===== config.mk =====
export PLATFORM = sky130hd
export DESIGN_NAME = pulse_width_key_frame_sender_core
export DESIGN_NICKNAME = d
export VERILOG_FILES = /design/src/hdl/pwkf_pkg.sv /design/src/hdl/pwkf_core.sv /design/src/hdl/pulse_width_key_frame_sender_core.sv
export SDC_FILE = /design/constraint.sdc
export NUM_CORES = 1
export LEC_CHECK = 0
export ABC_AREA = 1
export BUFFER_PORTS_ARGS = -buffer_cell sky130_fd_sc_hd__clkbuf_2
export CELL_PAD_IN_SITES_DETAIL_PLACEMENT = 1
export CELL_PAD_IN_SITES_GLOBAL_PLACEMENT = 1
export CORE_ASPECT_RATIO = 1.25
export CORE_UTILIZATION = 41
export DETAILED_ROUTE_END_ITERATION = 12
export PLACE_DENSITY = 0.82
export SETUP_SLACK_MARGIN = 0.4
export SLEW_MARGIN = 30
export SYNTH_ARGS = -nofsm -noshare
export SYNTH_HDL_FRONTEND = slang
export SYNTH_SLANG_ARGS = --single-unit

===== constraint.sdc =====
create_clock -name clk_i -period 3.2 [get_ports clk_i]
set_clock_uncertainty 0.15 [all_clocks]
set_input_delay 0.32 -clock clk_i [delete_from_list [all_inputs] [get_ports clk_i]]
set_output_delay 0.32 -clock clk_i [all_outputs]
set_load 0.1 [all_outputs]

===== src/hdl/pwkf_pkg.sv =====
// Shared types, codes and helpers for the pulse-width key frame sender.
// Used by pwkf_core and pulse_width_key_frame_sender_core; depends on nothing.
`default_nettype none

package pwkf_pkg;

  localparam int unsigned WordW  = 16;
  localparam int unsigned TicksW = 16;
  localparam int unsigned BitIdxW = 4;
  localparam int unsigned SubW    = 2;
  localparam int unsigned CfgIdxW = 2;

  localparam logic [BitIdxW-1:0] LastBit = 4'd15;
  localparam logic [SubW-1:0]    LastSub = 2'd3;

  localparam logic [TicksW-1:0] PeriodReset = 16'd500;
  localparam logic [TicksW-1:0] HeaderReset = 16'd5000;
  localparam logic [TicksW-1:0] GapReset    = 16'd10000;

  typedef enum logic [1:0] {
    FUNC_TICK = 2'd0,
    FUNC_RAW  = 2'd1,
    FUNC_KEY  = 2'd2,
    FUNC_NONE = 2'd3
  } func_e;

  typedef enum logic [1:0] {
    PH_IDLE   = 2'd0,
    PH_HEADER = 2'd1,
    PH_BITS   = 2'd2,
    PH_GAP    = 2'd3
  } phase_e;

  typedef enum logic [CfgIdxW-1:0] {
    CFG_PERIOD = 2'd0,
    CFG_HEADER = 2'd1,
    CFG_GAP    = 2'd2,
    CFG_UNUSED = 2'd3
  } cfg_idx_e;

  typedef struct packed {
    logic line_level;
    logic busy;
    logic frame_done;
    logic start_rejected;
  } res_t;

  typedef struct packed {
    logic [TicksW-1:0] period_ticks;
    logic [TicksW-1:0] header_ticks;
    logic [TicksW-1:0] gap_ticks;
  } cfg_t;

  // Status in the top three bits, key below it, and a low byte that is the
  // complement of the high byte.
  function automatic logic [WordW-1:0] build_key_word(input logic [2:0] status,
                                                      input logic [4:0] key);
    logic [7:0] hi;
    hi = {status, key};
    return {hi, ~hi};
  endfunction

endpackage

`default_nettype wire


===== src/hdl/pwkf_core.sv =====
// Frame sequencer: phase, bit and tick counters and the line level.
// Depends on pwkf_pkg. Updates its state once per processed item.
`default_nettype none

module pwkf_core (
  input  wire logic                               clk_i,
  input  wire logic                               rst_ni,
  input  wire logic                               en_i,
  input  wire logic [1:0]                         func_i,
  input  wire logic [pwkf_pkg::WordW-1:0]         frame_word_i,
  input  wire logic [2:0]                         key_status_i,
  input  wire logic [4:0]                         key_code_i,
  input  wire pwkf_pkg::cfg_t                     cfg_i,
  output pwkf_pkg::res_t                          res_o
);

  pwkf_pkg::phase_e                   phase_q, phase_d;
  logic [pwkf_pkg::WordW-1:0]         word_q, word_d;
  logic [pwkf_pkg::BitIdxW-1:0]       bit_idx_q, bit_idx_d;
  logic [pwkf_pkg::SubW-1:0]          sub_q, sub_d;
  logic [pwkf_pkg::TicksW-1:0]        tick_q, tick_d;
  logic                               level_q, level_d;

  pwkf_pkg::func_e                    func;
  logic [pwkf_pkg::TicksW-1:0]        limit;
  logic [pwkf_pkg::TicksW-1:0]        tick_inc;
  logic                               reached;
  logic                               is_start;
  logic [pwkf_pkg::SubW-1:0]          sub_inc;
  logic                               cur_bit;

  assign func     = pwkf_pkg::func_e'(func_i);
  assign is_start = (func == pwkf_pkg::FUNC_RAW) || (func == pwkf_pkg::FUNC_KEY);
  assign tick_inc = tick_q + 1'b1;
  assign sub_inc  = sub_q + 1'b1;
  assign cur_bit  = word_q[pwkf_pkg::LastBit - bit_idx_q];

  always_comb begin
    case (phase_q)
      pwkf_pkg::PH_HEADER: limit = cfg_i.header_ticks;
      pwkf_pkg::PH_BITS:   limit = cfg_i.period_ticks;
      default:             limit = cfg_i.gap_ticks;
    endcase
  end

  // A count that wraps to zero also ends the phase.
  assign reached = (tick_inc >= limit) || (tick_inc == '0);

  // Next phase.
  always_comb begin
    phase_d = phase_q;
    if (is_start) begin
      if (phase_q == pwkf_pkg::PH_IDLE) begin
        phase_d = pwkf_pkg::PH_HEADER;
      end
    end else if (func == pwkf_pkg::FUNC_TICK && reached) begin
      case (phase_q)
        pwkf_pkg::PH_HEADER: phase_d = pwkf_pkg::PH_BITS;
        pwkf_pkg::PH_BITS: begin
          if (sub_q == pwkf_pkg::LastSub && bit_idx_q == pwkf_pkg::LastBit) begin
            phase_d = (cfg_i.gap_ticks == '0) ? pwkf_pkg::PH_IDLE : pwkf_pkg::PH_GAP;
          end
        end
        pwkf_pkg::PH_GAP: phase_d = pwkf_pkg::PH_IDLE;
        default:          phase_d = phase_q;
      endcase
    end
  end

  // Datapath and result flags.
  always_comb begin
    word_d    = word_q;
    bit_idx_d = bit_idx_q;
    sub_d     = sub_q;
    tick_d    = tick_q;
    level_d   = level_q;
    res_o.frame_done     = 1'b0;
    res_o.start_rejected = 1'b0;
    if (is_start) begin
      if (phase_q != pwkf_pkg::PH_IDLE) begin
        res_o.start_rejected = 1'b1;
      end else begin
        word_d    = (func == pwkf_pkg::FUNC_RAW) ? frame_word_i
                  : pwkf_pkg::build_key_word(key_status_i, key_code_i);
        bit_idx_d = '0;
        sub_d     = '0;
        tick_d    = '0;
        level_d   = 1'b0;
      end
    end else if (func == pwkf_pkg::FUNC_TICK) begin
      case (phase_q)
        pwkf_pkg::PH_HEADER: begin
          tick_d = reached ? '0 : tick_inc;
          if (reached) begin
            bit_idx_d = '0;
            sub_d     = '0;
            level_d   = 1'b1;
          end
        end
        pwkf_pkg::PH_BITS: begin
          tick_d = reached ? '0 : tick_inc;
          if (reached) begin
            if (sub_q == pwkf_pkg::LastSub) begin
              sub_d   = '0;
              level_d = 1'b1;
              if (bit_idx_q == pwkf_pkg::LastBit) begin
                res_o.frame_done = 1'b1;
                bit_idx_d        = '0;
              end else begin
                bit_idx_d = bit_idx_q + 1'b1;
              end
            end else begin
              sub_d   = sub_inc;
              level_d = (sub_inc == pwkf_pkg::LastSub) ? 1'b0 : cur_bit;
            end
          end
        end
        pwkf_pkg::PH_GAP: begin
          tick_d  = reached ? '0 : tick_inc;
          level_d = 1'b1;
        end
        default: level_d = 1'b1;
      endcase
    end
    res_o.line_level = level_d;
    res_o.busy       = (phase_d != pwkf_pkg::PH_IDLE);
  end

  always_ff @(posedge clk_i or negedge rst_ni) begin
    if (!rst_ni) begin
      phase_q   <= pwkf_pkg::PH_IDLE;
      word_q    <= '0;
      bit_idx_q <= '0;
      sub_q     <= '0;
      tick_q    <= '0;
      level_q   <= 1'b1;
    end else if (en_i) begin
      phase_q   <= phase_d;
      word_q    <= word_d;
      bit_idx_q <= bit_idx_d;
      sub_q     <= sub_d;
      tick_q    <= tick_d;
      level_q   <= level_d;
    end
  end

endmodule

`default_nettype wire


===== src/hdl/pulse_width_key_frame_sender_core.sv =====
// Two registers lie between input transfer and result valid (input register,
// then result register). Throughput: one item per cycle when out_stall_i is low.
// The rate is set by the single sequencer step between the two registers.
// Reset clears the pipeline valids, sets the sequencer's line level to idle high
// and loads the register defaults: period 500, header 5000, gap 10000 ticks.
// Top level of the pulse-width key frame sender; depends on pwkf_pkg, pwkf_core.
`default_nettype none

module pulse_width_key_frame_sender_core (
  input  wire logic        clk_i,
  input  wire logic        rst_ni,
  input  wire logic        cfg_we_i,
  input  wire logic [1:0]  cfg_idx_i,
  input  wire logic [15:0] cfg_data_i,
  input  wire logic        in_valid_i,
  output logic             in_stall_o,
  input  wire logic [1:0]  func_i,
  input  wire logic [15:0] frame_word_i,
  input  wire logic [2:0]  key_status_i,
  input  wire logic [4:0]  key_code_i,
  output logic             out_valid_o,
  input  wire logic        out_stall_i,
  output logic             line_level_o,
  output logic             busy_res_o,
  output logic             frame_done_o,
  output logic             start_rejected_o
);

  pwkf_pkg::cfg_t   cfg_q;
  logic             s1_valid_q;
  logic [1:0]       s1_func_q;
  logic [15:0]      s1_word_q;
  logic [2:0]       s1_status_q;
  logic [4:0]       s1_key_q;
  logic             out_valid_q;
  pwkf_pkg::res_t   res_q, res_d;
  logic             out_free;
  logic             s1_move;
  logic             in_take;

  assign out_free   = !out_valid_q || !out_stall_i;
  assign s1_move    = s1_valid_q && out_free;
  assign in_stall_o = s1_valid_q && !out_free;
  assign in_take    = in_valid_i && !in_stall_o;

  always_ff @(posedge clk_i or negedge rst_ni) begin
    if (!rst_ni) begin
      cfg_q.period_ticks <= pwkf_pkg::PeriodReset;
      cfg_q.header_ticks <= pwkf_pkg::HeaderReset;
      cfg_q.gap_ticks    <= pwkf_pkg::GapReset;
    end else if (cfg_we_i) begin
      case (pwkf_pkg::cfg_idx_e'(cfg_idx_i))
        pwkf_pkg::CFG_PERIOD: cfg_q.period_ticks <= cfg_data_i;
        pwkf_pkg::CFG_HEADER: cfg_q.header_ticks <= cfg_data_i;
        pwkf_pkg::CFG_GAP:    cfg_q.gap_ticks    <= cfg_data_i;
        default:              cfg_q              <= cfg_q;
      endcase
    end
  end

  // Input register stage.
  always_ff @(posedge clk_i or negedge rst_ni) begin
    if (!rst_ni) begin
      s1_valid_q <= 1'b0;
    end else if (in_take || s1_move) begin
      s1_valid_q <= in_take;
    end
  end

  always_ff @(posedge clk_i) begin
    if (in_take) begin
      s1_func_q   <= func_i;
      s1_word_q   <= frame_word_i;
      s1_status_q <= key_status_i;
      s1_key_q    <= key_code_i;
    end
  end

  pwkf_core u_core (
    .clk_i        (clk_i),
    .rst_ni       (rst_ni),
    .en_i         (s1_move),
    .func_i       (s1_func_q),
    .frame_word_i (s1_word_q),
    .key_status_i (s1_status_q),
    .key_code_i   (s1_key_q),
    .cfg_i        (cfg_q),
    .res_o        (res_d)
  );

  // Result register; a stalled result holds until its transfer completes.
  always_ff @(posedge clk_i or negedge rst_ni) begin
    if (!rst_ni) begin
      out_valid_q <= 1'b0;
    end else if (out_free) begin
      out_valid_q <= s1_valid_q;
    end
  end

  always_ff @(posedge clk_i) begin
    if (s1_move) begin
      res_q <= res_d;
    end
  end

  assign out_valid_o      = out_valid_q;
  assign line_level_o     = res_q.line_level;
  assign busy_res_o       = res_q.busy;
  assign frame_done_o     = res_q.frame_done;
  assign start_rejected_o = res_q.start_rejected;

endmodule

`default_nettype wire

Yosys cells after proc, flatten, opt, wreduce, memory -nomap -nowiden
Index checks and enable logic that the tools add are counted.
{"block": "totals", "latch_bits": 0, "wordCells": 117, "memories": 0, "in_bits": 49, "ram_bits": 0, "reg_bits": 121, "romBits": 0}
{"block": "classes", "shifts": 0, "mux": 40, "div": 0, "n_eq_ne": 14, "multipliers": 0, "magnitude_cmp": 2, "n_reduce_logical": 32, "add_sub_neg": 4, "bitwise": 6}
{"operator": "$mux 16", "n": 6}
{"operator": "$logic_not 16->1", "n": 2}
{"operator": "$pmux 16 s2", "n": 1}
{"operator": "$mux 4", "n": 7}
{"operator": "$mux 2", "n": 11}
{"operator": "$add 16x1->16 const B", "n": 1}
{"operator": "$ge 16x16->1", "n": 1}
{"operator": "$eq 2x2->1 const B", "n": 6}
{"operator": "$mux 1", "n": 10}
{"operator": "$ne 3x1->1 const B", "n": 3}
{"operator": "$not 8->8", "n": 1}
{"operator": "$pmux 4 s2", "n": 1}
{"operator": "$reduce_bool 2->1", "n": 4}
{"operator": "$reduce_and 7->1", "n": 1}
{"operator": "$eq 2x1->1 const B", "n": 3}
{"operator": "$logic_not 2->1", "n": 3}
{"operator": "$pmux 2 s3", "n": 1}
{"operator": "$reduce_and 2->1", "n": 3}
{"operator": "$reduce_and 6->1", "n": 1}
{"operator": "$logic_and 1x1->1", "n": 5}
{"operator": "$lt 4x5->1 const B", "n": 1}
{"operator": "$not 1->1", "n": 5}
{"operator": "$reduce_or 5->1", "n": 1}
{"operator": "$add 4x1->4 const B", "n": 1}
{"operator": "13 further kinds", "n": 19}

Depth between registers and ports, before layout
Gate-level depths: netlist of run 1.
{"block": "logic_depth", "ltp_word": 9, "mapped_depth": 24}

Cells and area by module
Synthesis of run 1 repeated with hierarchy kept, for this count alone.
{"block": "unflattened", "cells_unflattened": 778, "hier_area_um2": 6532.5}
{"mod": "pwkf_core", "seq_area_each_um2": 1027.2, "area_per_inst_um2": 3475.8, "cells_each": 521, "n_inst": 1}
{"mod": "pulse_width_key_frame_sender_core", "seq_area_each_um2": 2172.1, "area_per_inst_um2": 3056.7, "cells_each": 257, "n_inst": 1}

Least setup slack after synthesis of run 1
OpenSTA, ideal clock, no wires.
{"block": "synth_path", "path_kind": "reg-to-reg", "from": "register u_core.phase_q[1]", "to": "register u_core.bit_idx_q[0] in the netlist's numbering", "stages_incl_launch_ff": 20, "arrival_ns": 3.112, "setup_ns": 0.123, "slack_ns": -0.185, "path_cell_list": "dfrtp_1 > inv_1 > ha_1 > clkbuf_1 > clkinv_1 > clkbuf_1 > a21oi_1 > o2bb2ai_1 > ha_1 > a21o_1 > o21ai_0 > nand2_1 > nand2_1 > nand2_1 > nor2_1 > nand3_1 > a21oi_2 > nor2_4 > nand2_1 > nand2_1"}
{"block": "synth_between", "elab_chain_len": 6, "elab_cells_between_ends": 15, "cone_classes": "order compare (1); eq/ne (6); mux (4); reduce/logical (4)"}
{"item": "from (decl)", "line_no": "pwkf_core.sv:17", "source": "pwkf_pkg::phase_e phase_q, phase_d;"}
{"item": "from (signal assigned)", "line_no": "pwkf_core.sv:131", "source": "phase_q <= pwkf_pkg::PH_IDLE;"}
{"item": "from (signal assigned)", "line_no": "pwkf_core.sv:138", "source": "phase_q <= phase_d;"}
{"item": "$eq 2x2->1 or $eq 2x1->1 (tied branches)", "line_no": "pwkf_core.sv:39, pwkf_core.sv:91"}
{"item": "$pmux 16 s2", "line_no": "pwkf_core.sv:39", "source": "case (phase_q)"}
{"item": "$ge 16x16->1", "line_no": "pwkf_core.sv:47", "source": "assign reached = (tick_inc >= limit) || (tick_inc == '0);"}
{"item": "$logic_or 1x1->1", "line_no": "pwkf_core.sv:47"}
{"item": "$ne 3x1->1 (no line)"}
{"item": "$reduce_and 7->1 (no line)"}
{"item": "to (signal assigned)", "line_no": "pwkf_core.sv:140", "source": "bit_idx_q <= bit_idx_d;"}
{"item": "to (decl)", "line_no": "pwkf_core.sv:19", "source": "logic [pwkf_pkg::BitIdxW-1:0] bit_idx_q, bit_idx_d;"}
Parallel ways exist; a longest one is shown, timed or not. The select of a mux whose other input is x is not followed.
A chain may end at the register's enable or synchronous reset.

Final worst setup path of run 1
{"block": "layout_path", "from": "register u_core.phase_q[0]", "to": "register u_core.bit_idx_q[3] in the netlist's numbering"}
The elaborated chain is that of the path after synthesis.

==> impl_metrics.yaml, run 1 <==
floorplan:
  die_height_um: 140.1
  core_um2: 14950
  num_io_pins: 55
  rows: 50
  die-area_um2: 15750
  die_w_um: 112.5
  start_util: 0.4182
pwr:
  p_leak_nw: 3.873
  pwr_density_cell_nw_per_um2: 913.6
  ir_drop_v: 0.0005060
  fin_total_pwr_mw: 7.595
  clkPwrFrac: 0.257
  p_switching_mw: 3.137
  combPwrFrac: 0.446
  p_int_mw: 4.458
  sequentialPowerShare: 0.297
  swShare: 0.4130
worst_setup_path:
  r2r_slack_ns: -0.20
  path_cells: "inv_2 -> ha_4 -> clkinv_8 -> buf_12 -> a21oi_1 -> o2bb2ai_1 -> ha_1 -> nand2_2 -> nor2_1 -> nor3_1 -> nand2_1 -> nand2_1 -> nand2_2 -> nor2_4 -> buf_4 -> nand3_4 -> a21oi_4 -> nor2_4 -> nand2_1 -> nand2_1"
  path_class: "register to register"
  crit_family: "simple AND/OR/NAND/NOR gates"
  max_stage_delay_ns: 0.43
  crit_buf_inv: 4
  crit_path_top_delay_cell: "dfrtp_1"
  required_ns: 3.36
  cp_num_cells: 20
  crit_path_end_kind: "register"
  critPathLaunch: "u_core.phase_q[0]"
  r2r_end: "u_core.bit_idx_q[3]"
  cp-start-kind: "register"
  cpMostUsedCell: "nand2_1"
  r2r_start: "u_core.phase_q[0]"
  r2r_cells: 20
  crit_path_end: "u_core.bit_idx_q[3]"
  critPathMaxFanout: 8
  worstPathArrival_ns: 3.56
timing:
  layout_setup_ws_ns: -0.2020
  rsz0062_at_grt: "yes"
  post-route-period-util: 1.063
  drv_slew: 0
  slew_headroom: 0.6027
  fin_setup_tns_ns: -2.277
  worst_pin_slew_ns: 0.5960
  hold_violations: 0
  fmax_ghz: 0.2939
  min_period_ns: 3.402
  setup_violations: 26
cells_and_area:
  diodes: 0
  fin_nets: 924
  stdcell_area_um2: 8313
  drive_gt1_frac: 0.2787
  area_growth_pct: 32.96
  final_util: 0.5560
cts:
  clk_pin_slew_ns: 0.06
  cts_buffer_depth: 2
  cts_tree: "built"
  cts_buffers: 17
  root_buffer: "clkbuf_16"
  insertion_delay_ns: 0.44
  clock_sinks: 121
  h-tree-depth: 4
logic_synthesis:
  ys_seq_area_frac: 0.5117
  synth-seq-cells: 121
  synth_edf_count: 30
  ys_types: 45
  synthArstFlopShare: 0.7521
  yosysWarnings: 0
  synth_area_per_cell_um2: 8.660
  synth_top_flop_cell: "dfrtp_1"
  synth.cell_area_um2: 6252
  syn_nets: 798
  syn_inst: 722
drt:
  drtPass1Iterations: 5
  post_drt_wl_per_cell_um: 21.47
  drtIter0Drc: 461
  vias_per_cell: 5.703
  finalWirelength_um: 22390
  drc: 0
  postRouteAntennaNets: 0
  routed-via-count: 5948
grt:
  grt_start_max_net_pins: 42
  grt_pass1_vias: 6278
  grt_remaining_overflow: 0
  grt_util_all_layers: 0.2652
  antenna_found_initial: 0
  grt_pass1_wl_um: 31950
placement:
  dpl_worst_slack_ns: -0.1101
  port_buffers: 54
  gp_congestion: 0.8947
  placed_area_um2: 6867
  dp_hpwl_um: 12340
run:
  drv_cap: 0
outcome:
  violations: "setup timing"
  status: "finished, violations left"
min_path:
  min_path_type: "input pin to register"
-- placed cells by master, fill, tap and decap left out, types with 5 or more instances in the layout --
cell type and instances:
o22ai_2 8, a21oi_1 20, inv_1 76, ha_1 21
inv_2 9, clkbuf_16 17, nand3_1 27, dfstp_2 17
nor2_4 5, o2bb2ai_1 7, nand2_1 158, nand2_2 9
dlygate4sd3_1 33, nor2_1 44, a31oi_1 10, or2_2 8
a21oi_2 6, buf_4 41, o21ai_2 6, nor2_2 8
a221o_1 5, o21ai_1 7, edfxtp_1 30, nand4_1 10
clkbuf_2 53, o211ai_1 8, dfrtp_1 74, o21ai_0 76
-- synth_stat cells (all sizes together) (5+ instances only) --
cell | count | area share
o21ai | 90 | 0.073
o211ai | 9 | 0.012
nand4 | 10 | 0.010
a31oi | 10 | 0.010
a21oi | 29 | 0.024
nor2 | 57 | 0.039
o22ai | 10 | 0.010
nor3 | 6 | 0.0066
or2 | 8 | 0.0080
nand3 | 33 | 0.028
clkbuf | 23 | 0.014
ha | 27 | 0.054
a221o | 5 | 0.0080
o2bb2ai | 11 | 0.015
nand2 | 170 | 0.10
edfxtp | 30 | 0.14
dfrtp | 74 | 0.30
inv | 87 | 0.053
dfstp | 17 | 0.071
-- kinds of logic (layout without fill, tap and decap cells) --
kind of cell,after synthesis,count (layout),synth area share
AND/OR/NAND/NOR,291,291,0.2047
AO/OA/AOI/OAI,167,167,0.1569
flip-flops,121,121,0.5117
buffers and inverters,115,254,0.07124
adder cells (fa/ha/maj),27,27,0.05403
XOR/XNOR,1,1,0.001401
-- worst min path at each step --
stage | startpoint | endpoint | slack, ns | cells past startpoint
floorplan | rst_ni | cfg_q[0] | -0.13 | 0
global placement | rst_ni | cfg_q[11] | 0.20 | 1
global route | cfg_data_i[7] | cfg_q[39] | 0.02 | 3
CTS | cfg_data_i[13] | cfg_q[13] | 0.01 | 3
finish | cfg_data_i[7] | cfg_q[39] | 0.006 | 3
detailed placement | rst_ni | u_core.tick_q[10] | 0.21 | 1
-- per-layer routing --
layer	GRT usage	vias to the layer above	part of all wire
met1	0.2822	2965	0.37
met5	0	-	0
li1	-	2683	-
met4	0.1095	0	0.042
met2	0.5025	225	0.55
met3	0.05712	75	0.045
-- per-stage QoR --
stage	std cells	hold WS, ns
final	1043	0.006339
after global routing	1043	0.02363
after CTS	1029	0.01100
after detailed placement	951	0.2094
after global placement	951	0.2029
after floorplan	722	-0.1256
-- tightest hold or removal path, stage by stage --
cell and delay [ns]:
clkbuf_2 0.08, inv_1 0.09, o21ai_0 0.09
-- cell type report --
cell class	instances	area, um2
inverter	89	352.8
sequential	121	3199
clock buffer	19	442.9
timing repair buffer	133	1001
tap	182	227.7
fill	1656	6639
clock inverter	13	143.9
multi-input combinational	486	2945
-- power by group through the flow --
stage	Combinational (mW)	Clock, mW	Sequential [mW]
global placement	2.21	0	2.23
detailed placement	2.37	0	2.25
CTS	2.68	1.92	2.23
floorplan	1.69	0	2.24
global route	3.63	2.02	2.29
finish	3.39	1.95	2.26
-- registers in the layout, indices dropped and copies added (netlist names) --
name and count:
s1_key_q 5, u_core.phase_q 2, u_core.word_q 16, s1_word_q 16, u_core.sub_q 2, line_level_o 1, out_valid_o 1, s1_valid_q 1
u_core.tick_q 16, busy_res_o 1, s1_func_q 2, s1_status_q 3, u_core.bit_idx_q 4, cfg_q 48, start_rejected_o 1, frame_done_o 1
u_core.level_q 1
-- repair_timing --
| action | in CTS | in global routing |
|---|---|---|
| buffers inserted | 13 | 14 |
| pin swaps | 7 | 21 |
| hold endpoints to repair | 69 | 0 |
| setup endpoints to repair | 28 | 28 |
| gates cloned | 0 | 0 |
| hold buffers | 33 | 0 |
| gates resized for setup | 15 | 50 |
Power figures use the tool's default switching activity.
==> run 2, diff against run 1 <==
==> constraint.sdc (replaced) <==
create_clock -name clk_i -period 3.2 [get_ports clk_i]
set_clock_uncertainty 0.15 [all_clocks]
set_input_delay 0.96 -clock clk_i [delete_from_list [all_inputs] [get_ports clk_i]]
set_output_delay 0.96 -clock clk_i [all_outputs]
set_load 0.1 [all_outputs]
==> impl_metrics.yaml, run 2 (synthesis results as in run 1) <==
cells_and_area:
  diodes: 0
  largest_reg_flops: 48
  drive_gt1_frac: 0.2689
  fillers: 1688
  final_cell_mix: "nand2_1 (156), inv_1 (78), o21ai_0 (76), dfrtp_1 (73), clkbuf_2 (52)"
  top_register: "cfg_q"
  fin_nets: 881
  area_growth_pct: 26.30
  final_common_cell: "nand2_1"
run:
  drv_cap: 0
pwr:
  pwr_density_cell_nw_per_um2: 937.6
  p_leak_nw: 3.709
  fin_total_pwr_mw: 7.403
  ir_drop_v: 0.0004798
grt:
  grt_start_max_net_pins: 45
  grt_util_all_layers: 0.2456
  grt_remaining_overflow: 0
  antenna_found_initial: 0
  grt_pass1_wl_um: 30060
  grt_pass1_vias: 5941
placement:
  gp_congestion: 0.8658
  port_buffers: 54
  dpl_worst_slack_ns: -0.05187
  dp_hpwl_um: 12130
drt:
  vias_per_cell: 5.559
  drtPass1Iterations: 4
  drc: 0
  postRouteAntennaNets: 0
  finalWirelength_um: 19340
  routed-via-count: 5559
  post_drt_wl_per_cell_um: 19.34
  drtIter0Drc: 262
floorplan:
  num_io_pins: 55
  core_um2: 14950
  die-area_um2: 15750
  start_util: 0.4182
  die_height_um: 140.1
  rows: 50
  die_w_um: 112.5
timing:
  fin_setup_tns_ns: -0.2197
  drv_slew: 0
  setup_violations: 9
  min_period_ns: 3.273
  hold_violations: 0
  layout_setup_ws_ns: -0.07291
  slew_headroom: 0.5905
  post-route-period-util: 1.023
  worst_pin_slew_ns: 0.6143
  rsz0062_at_grt: "yes"
  fmax_ghz: 0.3055
min_path:
  min_path_type: "register to register"
worst_setup_path:
  critPathMaxFanout: 7
  cp-start-kind: "register"
  required_ns: 3.21
  worstPathArrival_ns: 3.28
  path_class: "register to register"
  crit_path_end_kind: "register"
cts:
  cts_buffer_depth: 2
  root_buffer: "clkbuf_16"
  cts_buffers: 17
  clk_pin_slew_ns: 0.06
  clock_sinks: 121
  insertion_delay_ns: 0.43
  cts_tree: "built"
  h-tree-depth: 4
outcome:
  status: "finished, violations left"
  violations: "setup timing"
## run 2: where the power goes
group | switching, mW | internal, mW
Sequential | 0.272 | 1.96
Clock | 0.785 | 1.32
Combinational | 1.87 | 1.19
Total | 2.92 | 4.48
## run 2: stage by stage
step                      instances  hold WS, ns    util  area, um2
final                          1000       0.3443  0.5281       7896
after global routing           1000       0.3729  0.5281       7896
after CTS                       991       0.3429  0.5144       7691
after detailed placement        952       0.3261  0.4612       6895
after global placement          952       0.3169  0.4612       6895
after floorplan                 722       0.3033       -       6349
## run 2: metal layers
layer | part of all wire | routed length (um) | global-route usage
met2 | 0.52 | 10040 | 0.4354
met5 | 0 | 0 | 0
met4 | 0.033 | 637 | 0.1004
met1 | 0.41 | 7919 | 0.2924
met3 | 0.038 | 740 | 0.04543
## run 2: final cells by class
class / count / area, um2 / share of cell area
multi-input combinational: 486 / 2829 / 0.3583
tap: 182 / 227.7 / 0.02884
timing repair buffer: 89 / 636.9 / 0.08065
clock inverter: 15 / 215.2 / 0.02725
sequential: 121 / 3201 / 0.4053
inverter: 89 / 352.8 / 0.04468
timing repair inverter: 1 / 8.758 / 0.001109
clock buffer: 17 / 425.4 / 0.05387
## run 2: worst paths after layout
check / to / cells after the start / slack, ns / start
max reg2reg: busy_res_o / 17 / -0.07 / u_core.phase_q[0]
min reg2reg: cfg_q[42] / 2 / 0.34 / cfg_q[42]
max in group asynchronous: cfg_q[9] / 2 / 1.86 / rst_ni
min: cfg_q[42] / 2 / 0.34 / cfg_q[42]
max: busy_res_o / 17 / -0.07 / u_core.phase_q[0]
min in group asynchronous: u_core.tick_q[11] / 1 / 0.37 / rst_ni
## run 2: critical path: stages (launching register included)
cell,delay (ns)
dfrtp_1,0.42
inv_4,0.08
ha_4,0.34
clkinv_8,0.08
buf_4,0.14
a21oi_2,0.11
o2bb2ai_2,0.14
ha_1,0.32
a21oi_1,0.27
a21oi_2,0.11
nor2_2,0.12
nand2_2,0.09
nor2_4,0.16
nand2_4,0.12
nand2_4,0.10
nand2_2,0.06
nand3_2,0.09
nand4_1,0.11
## run 2: repair_timing
| item | CTS | global route |
|---|---|---|
| endpoints found under the setup margin | 28 | 28 |
| buffers inserted | 6 | 8 |
| pin swaps | 10 | 18 |
| hold buffers | 0 | 0 |
| cloned | 1 | 1 |
| gates resized for setup | 18 | 31 |
| endpoints found under the hold margin | 0 | 0 |
==> run 3, diff against run 2 <==
--- a/config.mk
+++ b/config.mk
@@ -10,9 +10,9 @@
 export CELL_PAD_IN_SITES_DETAIL_PLACEMENT = 1
 export CELL_PAD_IN_SITES_GLOBAL_PLACEMENT = 1
 export CORE_ASPECT_RATIO = 1.25
-export CORE_UTILIZATION = 41
+export CORE_UTILIZATION = 46
 export DETAILED_ROUTE_END_ITERATION = 12
-export PLACE_DENSITY = 0.82
+export PLACE_DENSITY = 0.87
 export SETUP_SLACK_MARGIN = 0.4
 export SLEW_MARGIN = 30
 export SYNTH_ARGS = -nofsm -noshare
==> constraint.sdc (replaced) <==
create_clock -name clk_i -period 3.7 [get_ports clk_i]
set_clock_uncertainty 0.15 [all_clocks]
set_input_delay 1.11 -clock clk_i [delete_from_list [all_inputs] [get_ports clk_i]]
set_output_delay 1.11 -clock clk_i [all_outputs]
set_load 0.1 [all_outputs]
==> impl_metrics.yaml, run 3 (synthesis results as in run 1) <==
cells_and_area:
  diodes: 0
  top_register: "cfg_q"
  drive_gt1_frac: 0.2494
  final_common_cell: "nand2_1"
  largest_reg_flops: 48
  area_growth_pct: 22.75
  final_util: 0.5800
  final_cells: 985
  final_cell_mix: "nand2_1 (157), inv_1 (78), o21ai_0 (77), dfrtp_1 (72), clkbuf_2 (53)"
  fin_nets: 877
placement:
  dp_cells: 935
  dp_hpwl_um: 12070
  gp_congestion: 0.8664
  port_buffers: 54
timing:
  setup_violations: 0
  fin_setup_tns_ns: 0
  hold_violations: 0
  worst_pin_slew_ns: 0.7070
  post-route-period-util: 0.9534
  min_period_ns: 3.528
  whs_ns: 0.3456
  fmax_ghz: 0.2835
  rsz0062_at_grt: "yes"
  drv_slew: 0
  slew_headroom: 0.5287
cts:
  h-tree-depth: 4
  cts_buffers: 17
  cts_buffer_depth: 2
  insertion_delay_ns: 0.43
  hold_buffers: 0
  clk_pin_slew_ns: 0.07
  clock_sinks: 121
  cts_tree: "built"
  root_buffer: "clkbuf_16"
worst_setup_path:
  r2r_cells: 22
  max_stage_delay_ns: 0.44
  cp-start-kind: "register"
  worstPathArrival_ns: 3.67
  crit_path_end_kind: "register"
  r2r_end: "u_core.phase_q[0]"
  r2r_start: "u_core.phase_q[0]"
  path_cells: "inv_2 -> buf_6 -> ha_4 -> buf_4 -> buf_4 -> a21oi_2 -> o2bb2ai_1 -> ha_1 -> nand2_2 -> inv_1 -> nor3_1 -> nand2_1 -> nand2_1 -> nand2_1 -> nor2_4 -> nand2_4 -> nand3_1 -> nand2_1 -> nand2_1 -> nand2_1 -> nand2_1 -> nand2_1"
  critPathMaxFanout: 6
  r2r_slack_ns: 0.17
  path_class: "register to register"
  cpMostUsedCell: "nand2_1"
  required_ns: 3.84
  crit_path_top_delay_cell: "dfrtp_1"
pwr:
  p_leak_nw: 3.634
  pwr_density_cell_nw_per_um2: 788.5
  sequentialPowerShare: 0.322
  combPwrFrac: 0.402
  clkPwrFrac: 0.276
  p_int_mw: 3.513
  ir_drop_v: 0.0004141
  swShare: 0.4195
  p_switching_mw: 2.538
floorplan:
  start_util: 0.4725
  num_io_pins: 55
  core_um2: 13230
  die_height_um: 132.3
  die_w_um: 106.3
  rows: 47
  die-area_um2: 14070
drt:
  vias_per_cell: 5.759
  drc: 0
  routed-via-count: 5673
  postRouteAntennaNets: 0
  drtPass1Iterations: 5
  post_drt_wl_per_cell_um: 20.72
  finalWirelength_um: 20410
  drtIter0Drc: 441
outcome:
  status: "finished clean"
grt:
  antenna_found_initial: 0
  grt_pass1_wl_um: 31400
  grt_util_all_layers: 0.2915
  grt_remaining_overflow: 0
  grt_start_max_net_pins: 51
  grt_pass1_vias: 6176
run:
  drv_cap: 0
min_path:
  holdPathStages: 2
  min_path_type: "register to register"
  hold_path_end: "cfg_q[38]"
  hp-start: "cfg_q[38]"
==> run 3: final cells by class <==
class | count | area (um2)
clock buffer | 17 | 425.4
fill | 1528 | 5557
clock inverter | 15 | 156.4
timing repair buffer | 86 | 553.0
sequential | 121 | 3202
multi-input combinational | 486 | 2776
tap | 171 | 214.0
inverter | 89 | 347.8
==> run 3: power by group through the flow <==
stage                     clock network (mW)  logic (mW)  registers, mW
after floorplan                            0        1.32           1.93
after global placement                     0        1.77           1.93
after global routing                    1.73        2.64           1.98
after CTS                               1.67        2.10           1.94
final                                   1.67        2.43           1.95
after detailed placement                   0        1.91           1.94
==> run 3: worst max-delay path by stage <==
stage	from	end	slack, ns	depth (start not counted)
CTS	u_core.tick_q[1]	line_level_o	0.41	19
global placement	u_core.phase_q[0]	line_level_o	0.21	18
finish	u_core.phase_q[0]	u_core.phase_q[0]	0.17	22
floorplan	out_stall_i	in_stall_o	0.39	2
detailed placement	u_core.phase_q[0]	u_core.bit_idx_q[3]	-0.07	18
global route	u_core.phase_q[0]	busy_res_o	0.07	20
==> run 3: critical path, delay by kind of cell (launching register included) <==
kind	cells	cell delay, ns
compound gates	2	0.17
simple gates	13	1.46
fa+ha+maj	2	0.56
flops	1	0.44
buf+inv	5	0.61
==> run 3: per-stage QoR <==
stage | power, mW | cell area (um2) | worst slack [ns]
finish | 6.051 | 7675 | 0.1725
global route | 6.348 | 7675 | 0.07192
CTS | 5.713 | 7458 | 0.4081
detailed placement | 3.857 | 6756 | -0.07166
global placement | 3.700 | 6756 | 0.2116
floorplan | 3.255 | 6256 | 0.3875
==> run 3: timing repair <==
action / 4_1_cts / 5_1_grt
setup endpoints to repair: 28 / 28
resized for setup: 13 / 41
cloned: 0 / 0
buffers inserted: 7 / 11
pin swaps: 3 / 14
==> run 3: metal layers <==
metal | GRT usage | share of wire | up-vias | routed length, um
met4 | 0.1489 | 0.033 | 0 | 664
met3 | 0.05437 | 0.037 | 60 | 762
met1 | 0.3368 | 0.40 | 2846 | 8064
met2 | 0.5105 | 0.54 | 184 | 10920
met5 | 0 | 0 | - | 0
li1 | - | - | 2583 | -
